### src/rtl/iesf_pkg.sv
// Package for the Ising spin flip unit: lattice sizes, command codes,
// item and control types, and index helper functions.
// No dependencies.
package iesf_pkg;

	localparam int SIDE    = 4;
	localparam int COORD_W = 2;
	localparam int NSITES  = SIDE * SIDE * SIDE;
	localparam int SITE_W  = $clog2(NSITES);
	localparam int MAXBOND = 3 * NSITES;
	localparam int UPBINS  = NSITES + 1;
	localparam int HDEPTH  = (MAXBOND + 1) * UPBINS;
	localparam int HADDR_W = $clog2(HDEPTH);
	localparam int WADDR_W = $clog2(MAXBOND + 1);
	localparam int BOND_W  = 8;
	localparam int UP_W    = 7;
	localparam int WT_W    = 24;
	localparam int LNU_W   = 19;
	localparam int BIN_W   = 32;
	localparam int CMD_W   = 3;
	localparam int IN_W    = 72;
	localparam int OUT_W   = 48;

	localparam logic [CMD_W-1:0] CMD_FLIP  = 3'd0;
	localparam logic [CMD_W-1:0] CMD_WSPIN = 3'd1;
	localparam logic [CMD_W-1:0] CMD_WWT   = 3'd2;
	localparam logic [CMD_W-1:0] CMD_SETC  = 3'd3;
	localparam logic [CMD_W-1:0] CMD_RDBIN = 3'd4;

	localparam logic [BIN_W-1:0] BIN_MAX = '1;

	typedef struct packed {
		logic [CMD_W-1:0]          cmd;
		logic [COORD_W-1:0]        x;
		logic [COORD_W-1:0]        y;
		logic [COORD_W-1:0]        z;
		logic signed [LNU_W-1:0]   lnu;
		logic                      spin_up;
		logic [BOND_W-1:0]         bond_index;
		logic [UP_W-1:0]           up_index;
		logic signed [WT_W-1:0]    weight_value;
	} item_t;

	typedef struct packed {
		logic       load;
		logic       spin_wr;
		logic       wt_wr;
		logic       set_cnt;
		logic       bin_rd;
		logic       bin_clr;
		logic       spin_rd;
		logic [1:0] rd_pair;
		logic       spin_cap;
		logic [1:0] cap_pair;
		logic       calc;
		logic       wt_rd;
		logic       decide;
		logic       hist_inc;
		logic       out_load;
		logic       clr;
	} ctl_t;

	typedef struct packed {
		logic [CMD_W-1:0] cmd;
		logic             out_busy;
		logic             clr_last;
	} sts_t;

	function automatic logic [SITE_W-1:0] site_of(input logic [COORD_W-1:0] x,
		input logic [COORD_W-1:0] y, input logic [COORD_W-1:0] z);
		return SITE_W'((int'(x) * SIDE + int'(y)) * SIDE + int'(z));
	endfunction

	function automatic logic [COORD_W-1:0] coord_inc(input logic [COORD_W-1:0] c);
		return (int'(c) == SIDE - 1) ? '0 : COORD_W'(int'(c) + 1);
	endfunction

	function automatic logic [COORD_W-1:0] coord_dec(input logic [COORD_W-1:0] c);
		return (c == '0) ? COORD_W'(SIDE - 1) : COORD_W'(int'(c) - 1);
	endfunction

	function automatic logic [HADDR_W-1:0] hist_addr(input logic [BOND_W-1:0] n,
		input logic [UP_W-1:0] u);
		return HADDR_W'(int'(n) * UPBINS + int'(u));
	endfunction

endpackage

### src/rtl/iesf_ctrl.sv
// Controller of the Ising spin flip unit: clearing pass, command dispatch
// and the flip sequence. Depends on iesf_pkg.
module iesf_ctrl (
	input  logic           clk,
	input  logic           arst_n,
	input  logic           s_axis_tvalid,
	output logic           s_axis_tready,
	input  iesf_pkg::sts_t sts,
	output iesf_pkg::ctl_t ctl
);
	import iesf_pkg::*;

	localparam logic [3:0] ST_CLR  = 4'd0;
	localparam logic [3:0] ST_IDLE = 4'd1;
	localparam logic [3:0] ST_DISP = 4'd2;
	localparam logic [3:0] ST_SPIN = 4'd3;
	localparam logic [3:0] ST_NEW  = 4'd4;
	localparam logic [3:0] ST_WRD  = 4'd5;
	localparam logic [3:0] ST_DEC  = 4'd6;
	localparam logic [3:0] ST_HINC = 4'd7;
	localparam logic [3:0] ST_BCLR = 4'd8;
	localparam logic [3:0] ST_OUT  = 4'd9;

	logic [3:0] state_q, state_d;
	logic [2:0] cnt_q, cnt_d;

	assign s_axis_tready = state_q == ST_IDLE;

	always_comb begin
		state_d      = state_q;
		cnt_d        = cnt_q;
		ctl          = '0;
		ctl.rd_pair  = cnt_q[1:0];
		ctl.cap_pair = 2'(cnt_q - 3'd1);
		unique case (state_q)
			ST_CLR: begin
				ctl.clr = 1'b1;
				if (sts.clr_last)
					state_d = ST_IDLE;
			end
			ST_IDLE: begin
				ctl.load = s_axis_tvalid;
				if (s_axis_tvalid)
					state_d = ST_DISP;
			end
			ST_DISP: begin
				state_d = ST_OUT;
				unique case (sts.cmd)
					CMD_FLIP: begin
						state_d = ST_SPIN;
						cnt_d   = '0;
					end
					CMD_WSPIN: ctl.spin_wr = 1'b1;
					CMD_WWT:   ctl.wt_wr   = 1'b1;
					CMD_SETC:  ctl.set_cnt = 1'b1;
					CMD_RDBIN: begin
						ctl.bin_rd = 1'b1;
						state_d    = ST_BCLR;
					end
					default: ;
				endcase
			end
			ST_SPIN: begin
				ctl.spin_rd  = cnt_q != 3'd4;
				ctl.spin_cap = cnt_q != 3'd0;
				cnt_d        = cnt_q + 3'd1;
				if (cnt_q == 3'd4)
					state_d = ST_NEW;
			end
			ST_NEW: begin
				ctl.calc = 1'b1;
				state_d  = ST_WRD;
			end
			ST_WRD: begin
				ctl.wt_rd = 1'b1;
				state_d   = ST_DEC;
			end
			ST_DEC: begin
				ctl.decide = 1'b1;
				state_d    = ST_HINC;
			end
			ST_HINC: begin
				ctl.hist_inc = 1'b1;
				state_d      = ST_OUT;
			end
			ST_BCLR: begin
				ctl.bin_clr = 1'b1;
				state_d     = ST_OUT;
			end
			ST_OUT: begin
				if (!sts.out_busy) begin
					ctl.out_load = 1'b1;
					state_d      = ST_IDLE;
				end
			end
			default: state_d = ST_IDLE;
		endcase
	end

	always_ff @(posedge clk or negedge arst_n) begin
		if (!arst_n) begin
			state_q <= ST_CLR;
			cnt_q   <= '0;
		end else begin
			state_q <= state_d;
			cnt_q   <= cnt_d;
		end
	end

endmodule

### config.mk
export PLATFORM = sky130hd
export DESIGN_NAME = iesf_ctrl
export DESIGN_NICKNAME = d
export VERILOG_FILES = /design/src/rtl/iesf_pkg.sv /design/src/rtl/iesf_ctrl.sv
export SDC_FILE = /design/constraint.sdc
export NUM_CORES = 1
export LEC_CHECK = 0
export BUFFER_PORTS_ARGS = -buffer_cell sky130_fd_sc_hd__buf_2
export CORE_AREA = 8 8 45 47
export CTS_BUF_LIST = sky130_fd_sc_hd__clkbuf_8 sky130_fd_sc_hd__clkbuf_16
export DETAILED_ROUTE_END_ITERATION = 6
export DIE_AREA = 0 0 53 55
export HOLD_SLACK_MARGIN = 0.08
export PLACE_DENSITY = 0.74
export SYNTH_ARGS = -nofsm -noshare
export SYNTH_HDL_FRONTEND = slang
export SYNTH_SLANG_ARGS = --single-unit
### constraint.sdc
create_clock -name clk -period 2 [get_ports clk]
set_input_delay 0 -clock clk [delete_from_list [all_inputs] [get_ports clk]]
set_output_delay 0 -clock clk [all_outputs]
set_load 0.01 [all_outputs]
# After elaboration in Yosys (flattened, before gate mapping)
# Index checks and enable logic that the tools add are counted.
[word_totals]
reg_bits = 7
inputBits = 8
output_inout_bits = 19
[op_classes]
add_sub_neg = 2
eq_ne = 20
muxes = 24
reduce_logical = 7
[ops]
columns = ["operator", "count"]
rows = [
  ["case mux 4 bit (9 select lines)", 1],
  ["two-way mux 4 bit", 5],
  ["== test 4 x 3 -> 1 bit (second input constant)", 4],
  ["two-way mux 1 bit", 15],
  ["== test 4 x 2 -> 1 bit (second input constant)", 2],
  ["== test 4 bit (second input constant)", 2],
  ["!= test 2 bit (second input constant)", 4],
  ["case mux 4 bit (2 select lines)", 1],
  ["== test 3 x 2 -> 1 bit (second input constant)", 2],
  ["== test 3 bit (second input constant)", 2],
  ["case mux 3 bit (2 select lines)", 1],
  ["== test 4 x 1 -> 1 bit (second input constant)", 1],
  ["logical NOT 4 bit", 1],
  ["AND reduction 4 bit", 1],
  ["adder 3 x 1 -> 3 bit (second input constant)", 1],
  ["== test 3 x 1 -> 1 bit (second input constant)", 1],
  ["logical NOT 3 bit", 1],
  ["two-way mux 3 bit", 1],
  ["!= test 3 bit (second input constant)", 1],
  ["nonzero test 3 bit", 1],
  ["!= test 2 x 1 -> 1 bit (second input constant)", 1],
  ["AND reduction 2 bit", 1],
  ["nonzero test 2 bit", 1],
  ["OR reduction 2 bit", 1],
  ["subtractor 2 x 1 -> 2 bit (second input constant)", 1],
]

# Logic depth before layout (Yosys ltp)
# Gate-level depths: netlist of the first run.
[logic_depth]
depth_word = 3
depth_mapped = 6

# Worst setup path before layout of the first run
# No wires, ideal clock.
[synth_path]
kind = "reg-to-output"
from = "reg state_q[0]"
to = "out ctl[16] (netlist bit)"
arrival_ns = 1.441
t_required_ns = 2.000
path_slack_ns = 0.559
stages_incl_launch_ff = 3
n_path_buf = 0
path_cell_list = "dfrtp_1 > or4b_4 > nor4b_1"
[synth_lines]
columns = ["element", "line", "text"]
rows = [
  ["from (decl)", "iesf_ctrl.sv:24", "logic [3:0] state_q, state_d;"],
  ["from (signal assigned)", "iesf_ctrl.sv:105", "state_q <= state_d;"],
  ["to (decl)", "iesf_ctrl.sv:9", "output iesf_pkg::ctl_t ctl"],
]

==> results of run 1 <==
critical path, delay by kind of cell (launching register included):
family        cells  cell delay [ns]
simple gates      2             0.82
flops             1             0.55
buf+inv           1             0.18
per-stage QoR:
stage / hold slack (ns) / worst slack [ns]
floorplan: -0.296 / 0.559
global route: 0.148 / 0.0754
CTS: 0.127 / 0.217
global placement: -0.157 / 0.471
finish: 0.136 / 0.221
detailed placement: -0.156 / 0.440
cells by family after synthesis:
group	count (synthesis)
buffers and inverters	11
XOR/XNOR	2
adder cells (fa/ha/maj)	2
AO/OA/AOI/OAI	11
AND/OR/NAND/NOR	41
flip-flops	7
per-layer routing:
layer | track usage [%] | vias to the layer above | routed length [µm] | part of all wire, %
met5 | 0 | - | 0 | 0
met4 | 5.17 | 0 | 27 | 1.7
met2 | 19.9 | 26 | 772 | 48
met3 | 3.74 | 3 | 168 | 10
met1 | 13.6 | 288 | 655 | 40
li1 | - | 314 | - | -
worst max path at each step:
stage                                 startpoint                    to  slack [ns]  depth (start not counted)
after CTS                 state_q[1]$_DFFE_PN0P_               ctl[16]        0.22                          3
after global routing      state_q[1]$_DFFE_PN0P_               ctl[16]        0.08                          3
after detailed placement  state_q[1]$_DFFE_PN0P_  cnt_q[0]$_DFFE_PN0P_        0.44                          4
after floorplan           state_q[0]$_DFFE_PN0P_               ctl[16]        0.56                          2
final                     state_q[1]$_DFFE_PN0P_               ctl[16]        0.22                          3
after global placement    state_q[1]$_DFFE_PN0P_  cnt_q[0]$_DFFE_PN0P_        0.47                          4
cells in the mapped netlist, types with 2 or more instances:
library cell | n | area share [%]
nand2b_1 | 4 | 4.4
o32ai_1 | 2 | 3.1
inv_1 | 5 | 3.3
and2_1 | 2 | 2.2
nor2_1 | 11 | 7.3
a21oi_1 | 2 | 1.8
nand2_1 | 5 | 3.3
buf_2 | 2 | 1.8
o21ai_0 | 2 | 1.8
dfrtp_1 | 7 | 31
ha_1 | 2 | 4.4
buf_4 | 2 | 2.7
nor3_1 | 9 | 8.0
state kept, by name (all words and copies together), names as in the netlist:
| name | cells |
|---|---|
| cnt_q | 3 |
| state_q | 4 |
layout make-up:
type | instances | area share [%]
multi-input combinational | 56 | 44.3
sequential | 7 | 23.0
timing repair buffer | 30 | 21.7
clock buffer | 3 | 5.42
tap | 16 | 2.63
inverter | 5 | 2.46
clock inverter | 1 | 0.493
where the power goes:
part | internal [mW] | total [mW] | switching [mW]
clock | 0.133 | 0.195 | 0.0620
combinational | 0.299 | 0.713 | 0.414
sequential | 0.213 | 0.307 | 0.0946
timing repair:
action                    CTS  global route
hold buffers                2             0
gates resized for setup     0             0
hold endpoints to repair    8             0
==> impl_metrics.py, run 1 <==
metrics = {
    "finish": {
        "n_fill_cell": 146,
        "final_area_um2": 762,
        "final_layout_size_suffix_gt1_share_pct": 32.4,
        "syn2layout_area_growth_pct": 35.0,
        "nNetsFinal": 113,
        "multi_input_area_um2": 338,
        "fin_util_pct": 55.1,
        "ff_latch_area_um2": 175,
        "fin_cells": 118,
        "num_antenna_cells": 0,
        "final_cell_mix": "26 x buf_2, 11 x nor2_1, 9 x nor3_1, 7 x dfrtp_1, 6 x inv_1",
        "layout_commonest_cell": "buf_2",
    },
    "sta": {
        "fin_crit_ns": 1.78,
        "setup_violations": 0,
        "tns_ns": 0,
        "worstMarginPinSlew_ns": 0.354,
        "period_share_pct": 88.9,
        "fin_skew_ns": 0.00171,
        "hold_viol": 0,
        "rsz0062_at_grt": "false",
        "relSlewSlack_pct": 76.2,
        "slew_viol_final": 0,
        "fmax_ghz": 0.562,
    },
    "die": {
        "fp.dieH_um": 55,
        "num_rows": 14,
        "start_util_pct": 40.8,
        "core_um2": 1380,
        "die_w_um": 53,
        "die_area_um2": 2920,
        "io_pins": 27,
    },
    "place": {
        "hpwl_um": 1200,
        "io_buffers": 26,
        "dp.cells": 112,
        "place_congestion": 0.882,
        "detailed_place.area_um2": 697,
    },
    "setup_path": {
        "worstPathMaxFanout": 14,
        "endpoint_kind": "output port",
        "r2r_start": "state_q[1]$_DFFE_PN0P_",
        "cp-start-kind": "flop",
        "critical_path_required_ns": 2.00,
        "path_cells": "or4b_4 > nor4b_1 > buf_2",
        "critPathArrivalTime_ns": 1.78,
        "ff2ff_path_depth": 4,
        "crit-reg2reg-capture": "cnt_q[0]$_DFFE_PN0P_",
        "worstSetupPathType": "flop to output port",
        "reg2reg_slack_ns": 0.43,
        "slowest_delay_ns": 0.56,
        "cpMaxStageDelayCell": "or4b_4",
    },
    "yosys": {
        "muxShareOfSynthArea_pct": 0,
        "yosys.area_share.simple_pct": 39.7,
        "synth_top_family_by_area": "simple AND/OR/NAND/NOR gates",
        "synth_area_per_cell_um2": 7.63,
        "syn-num-nets": 84,
        "netlist_instances": 74,
        "ys.warnings.count": 0,
        "ys.flop_type": "dfrtp_1",
        "synth_edf_count": 0,
        "synth-compound-area-share_pct": 12.6,
        "netlist_area_um2": 564,
        "ys_seq_area_share_pct": 31.0,
        "synthAdderAreaFrac_pct": 4.43,
        "yosys_register_bits": 7,
        "ys_async_sr_fraction_pct": 100,
        "synth_xor_area_share_pct": 3.10,
        "synth_cell_types": 32,
    },
    "pwr": {
        "power_leakage_nw": 0.388,
        "peakVddDrop_uv": 802,
        "power_mw": 1.22,
        "power.density_nw_per_um2": 1590,
    },
    "grt": {
        "grt_pass1_vias": 589,
        "antenna_found_initial": 0,
        "grt.total_usage_pct": 11.9,
        "grt_pass1_wl_um": 2610,
        "grt_max_degree": 15,
        "grt_overflow_total": 0,
    },
    "hold_path": {
        "hp-class": "primary input to flop",
        "whs_endpoint": "state_q[3]$_DFFE_PN0P_",
        "min_from": "sts[1]",
        "hold_depth": 3,
    },
    "clock_tree": {
        "numCtsBuffers": 3,
        "clock-sinks": 7,
        "clkTransAtPathRegs_ns": 0.04,
        "post_cts_buffers": 0,
        "clockBufferDepth": 2,
        "htree_num_levels": 1,
        "cts_tree": "built",
        "root_buffer": "clkbuf_8",
        "insertion_delay_ns": 0.23,
    },
    "run_status": {
        "outcome": "complete, no violations",
    },
    "route": {
        "wirelength_um": 1620,
        "ant_nets": 0,
        "drc": 0,
        "vias_per_cell": 5.35,
        "dr.pass1.iters": 4,
        "vias": 631,
        "drtIter0Drc": 13,
        "wire_per_inst_um": 13.8,
    },
    "flow_run": {
        "drv_cap": 0,
    },
}
(Power assumes the default switching activity.)
==> run 2: changes to the inputs <==
ABC_AREA = 1   (was unset)
CTS_BUF_LIST = sky130_fd_sc_hd__clkbuf_8   (was sky130_fd_sc_hd__clkbuf_8 sky130_fd_sc_hd__clkbuf_16)
PLACE_DENSITY = 0.76   (was 0.74)
==> run 2 against run 1 <==
Compared with the run above: hold slack got worse by 0.019 ns; combinational power fell by 12%; flip-flop and latch count stayed put; first-iteration DRC count is 69% higher; non-clock buffer count shrank 3; synthesized area is 3.8% higher; global-route usage shrank 0.27 points; final area grew 1.8%; synthesized cell count is 23% higher; final cell count is 15% higher; clock power down 2%; register-to-register slack improved by 0.31 ns.
==> impl_metrics.py, run 2 <==
metrics = {
    "run_status": {
        "outcome": "complete, no violations",
    },
    "place": {
        "io_buffers": 26,
        "dp_slack_ns": 0.731,
        "hpwl_um": 1240,
        "place_congestion": 0.908,
    },
    "setup_path": {
        "endpoint_kind": "output port",
        "reg2reg_slack_ns": 0.74,
        "startpoint": "state_q[0]$_DFFE_PN0P_",
        "worstPathMaxFanout": 5,
        "ff2ff_path_depth": 7,
        "crit-reg2reg-capture": "state_q[0]$_DFFE_PN0P_",
        "crit_end": "ctl[16]",
        "slowest_delay_ns": 0.41,
        "cp-start-kind": "flop",
        "path_cells": "inv_1 > nand2_1 > nor2_2 > inv_2 > nor4_1 > buf_2",
        "worstSetupPathType": "flop to output port",
        "r2r_start": "cnt_q[0]$_DFFE_PN0P_",
        "critical_path_required_ns": 2.00,
        "cpMaxStageDelayCell": "dfrtp_1",
        "critPathArrivalTime_ns": 1.39,
    },
    "die": {
        "fp.dieH_um": 55,
        "die_w_um": 53,
        "die_area_um2": 2920,
        "start_util_pct": 42.3,
        "io_pins": 27,
        "core_um2": 1380,
        "num_rows": 14,
    },
    "yosys": {
        "ys_seq_area_share_pct": 29.9,
        "netlist_instances": 91,
        "synth_edf_count": 0,
        "synth_area_per_cell_um2": 6.43,
        "synth-compound-area-share_pct": 6.41,
        "yosysMostFrequentCell": "nand2_1",
        "synth_xor_area_share_pct": 1.50,
        "ys.flop_type": "dfrtp_1",
        "synthTopCellsByArea": "dfrtp_1 30%, nand2_1 12%, inv_1 11%",
        "yosysTopAreaCellShare_pct": 29.9,
        "synthAdderAreaFrac_pct": 4.27,
        "yosys.area_share.simple_pct": 43.2,
        "netlist_area_um2": 586,
        "yosys_register_bits": 7,
        "muxShareOfSynthArea_pct": 0,
        "synth_cell_types": 18,
        "yosysTopAreaCell": "dfrtp_1",
        "synth_top_family_by_area": "simple AND/OR/NAND/NOR gates",
        "syn-num-nets": 101,
        "synth_common_cells": "18 x nand2_1, 17 x inv_1, 11 x nor2_1",
        "ys.warnings.count": 0,
        "ys_async_sr_fraction_pct": 100,
    },
    "flow_run": {
        "drv_cap": 0,
    },
    "clock_tree": {
        "numCtsBuffers": 3,
        "cts_tree": "built",
        "post_cts_buffers": 0,
        "cts_resized": 0,
        "insertion_delay_ns": 0.23,
        "htree_num_levels": 1,
        "clkTransAtPathRegs_ns": 0.04,
        "clock-sinks": 7,
        "hold_buffers": 1,
        "root_buffer": "clkbuf_8",
        "clockBufferDepth": 2,
    },
    "route": {
        "drc": 0,
        "vias_per_cell": 4.88,
        "drtIter0Drc": 22,
        "wirelength_um": 1490,
        "ant_nets": 0,
        "vias": 664,
        "dr.pass1.iters": 4,
        "wire_per_inst_um": 11.0,
    },
    "pwr": {
        "intPower_mw": 0.578,
        "power_frac_clock_pct": 17.4,
        "netSwitchingFraction_pct": 47.5,
        "combPwrFrac_pct": 57.3,
        "power_frac_seq_pct": 25.4,
        "peakVddDrop_uv": 548,
        "p_switching_mw": 0.523,
        "power_leakage_nw": 0.484,
        "power.density_nw_per_um2": 1420,
    },
    "sta": {
        "whs_ns": 0.116,
        "relSlewSlack_pct": 82.4,
        "fin_ws_ns": 0.611,
        "worstMarginPinSlew_ns": 0.263,
        "setup_violations": 0,
        "fin_skew_ns": 0.00244,
        "tns_ns": 0,
        "period_share_pct": 69.4,
        "fmax_ghz": 0.720,
        "slew_viol_final": 0,
        "hold_viol": 0,
        "fin_crit_ns": 1.39,
        "rsz0062_at_grt": "false",
    },
    "grt": {
        "grt_pass1_vias": 675,
        "grt_pass1_wl_um": 2610,
        "grt.total_usage_pct": 11.6,
        "antenna_found_initial": 0,
        "grt_overflow_total": 0,
        "grt_max_degree": 9,
    },
    "finish": {
        "fin_util_pct": 56.1,
        "top_register": "state_q",
        "layout_commonest_cell": "buf_2",
        "nNetsFinal": 131,
        "largest_registers": "state_q x4, cnt_q x3",
        "largest_reg_flops": 4,
        "num_antenna_cells": 0,
        "n_fill_cell": 146,
        "ff_latch_area_um2": 175,
        "final_layout_size_suffix_gt1_share_pct": 32.5,
        "final_cell_mix": "26 x buf_2, 18 x nand2_1, 18 x inv_1, 11 x nor2_1, 10 x nand3_1",
        "syn2layout_area_growth_pct": 32.5,
        "multi_input_area_um2": 324,
    },
    "hold_path": {
        "hp-class": "primary input to flop",
    },
}
==> run 2: cell types whose count changed in the layout (fill, tap and decap cells not counted), sizes merged, moves of 3 or more <==
| cell | delta |
|---|---|
| nand2 | +16 |
| inv | +14 |
| nand3 | +10 |
| nor3 | -6 |
| nand2b | -4 |
| nor2 | +3 |
==> run 2: logic make-up (layout without fill, tap and decap cells) <==
family                     count (synthesis)  in the layout
adders and majority gates                  2              2
buffers and inverters                     21             50
DFF                                        7              7
and+or+nand+nor                           53             53
xor gates and xnor gates                   1              1
AOI/OAI and AO/OA                          7              7
==> run 2: area by class of cell <==
| type | instances | share of cell area (%) |
|---|---|---|
| Multi-Input combinational cell | 63 | 41.8 |
| Sequential cell | 7 | 22.6 |
| Timing Repair Buffer | 27 | 18.1 |
| Inverter | 19 | 9.19 |
| Clock buffer | 3 | 5.32 |
| Tap cell | 16 | 2.58 |
| Clock inverter | 1 | 0.484 |
==> run 2: layer usage <==
metal,share of wire [%],global-route usage (%),vias up
li1,-,-,344
met1,45,13.1,287
met2,46,19.3,30
met3,7.7,2.67,3
met4,1.3,7.33,0
met5,0,0,-
==> run 2: power by group through the flow <==
stage	sequential, mW	clock, mW	combinational (mW)
floorplan	0.259	0	0.479
global placement	0.276	0	0.629
detailed placement	0.280	0	0.637
global route	0.290	0.208	0.719
CTS	0.278	0.194	0.642
finish	0.279	0.191	0.630
==> run 2: critical path, delay by kind of cell (launching register included) <==
kind,cells,cell delay [ns]
simple gates,3,0.38
buf+inv,3,0.37
flops,1,0.41
==> run 2: per-stage QoR <==
stage,total power [mW],instance area (µm²),std cells
2_1_floorplan,0.739,586,91
5_1_grt,1.22,776,136
6_report,1.10,776,136
4_1_cts,1.11,776,136
3_5_place_dp,0.917,721,131
3_3_place_gp,0.905,721,131
==> run 2: worst min-delay path by stage <==
stage,startpoint,endpoint,cells after the start
3_3_place_gp,arst_n,cnt_q[2]$_DFFE_PN0P_,1
4_1_cts,sts[1],state_q[3]$_DFFE_PN0P_,3
3_5_place_dp,arst_n,cnt_q[2]$_DFFE_PN0P_,1
6_report,sts[1],state_q[3]$_DFFE_PN0P_,3
2_1_floorplan,arst_n,cnt_q[0]$_DFFE_PN0P_,0
5_1_grt,sts[1],state_q[3]$_DFFE_PN0P_,3
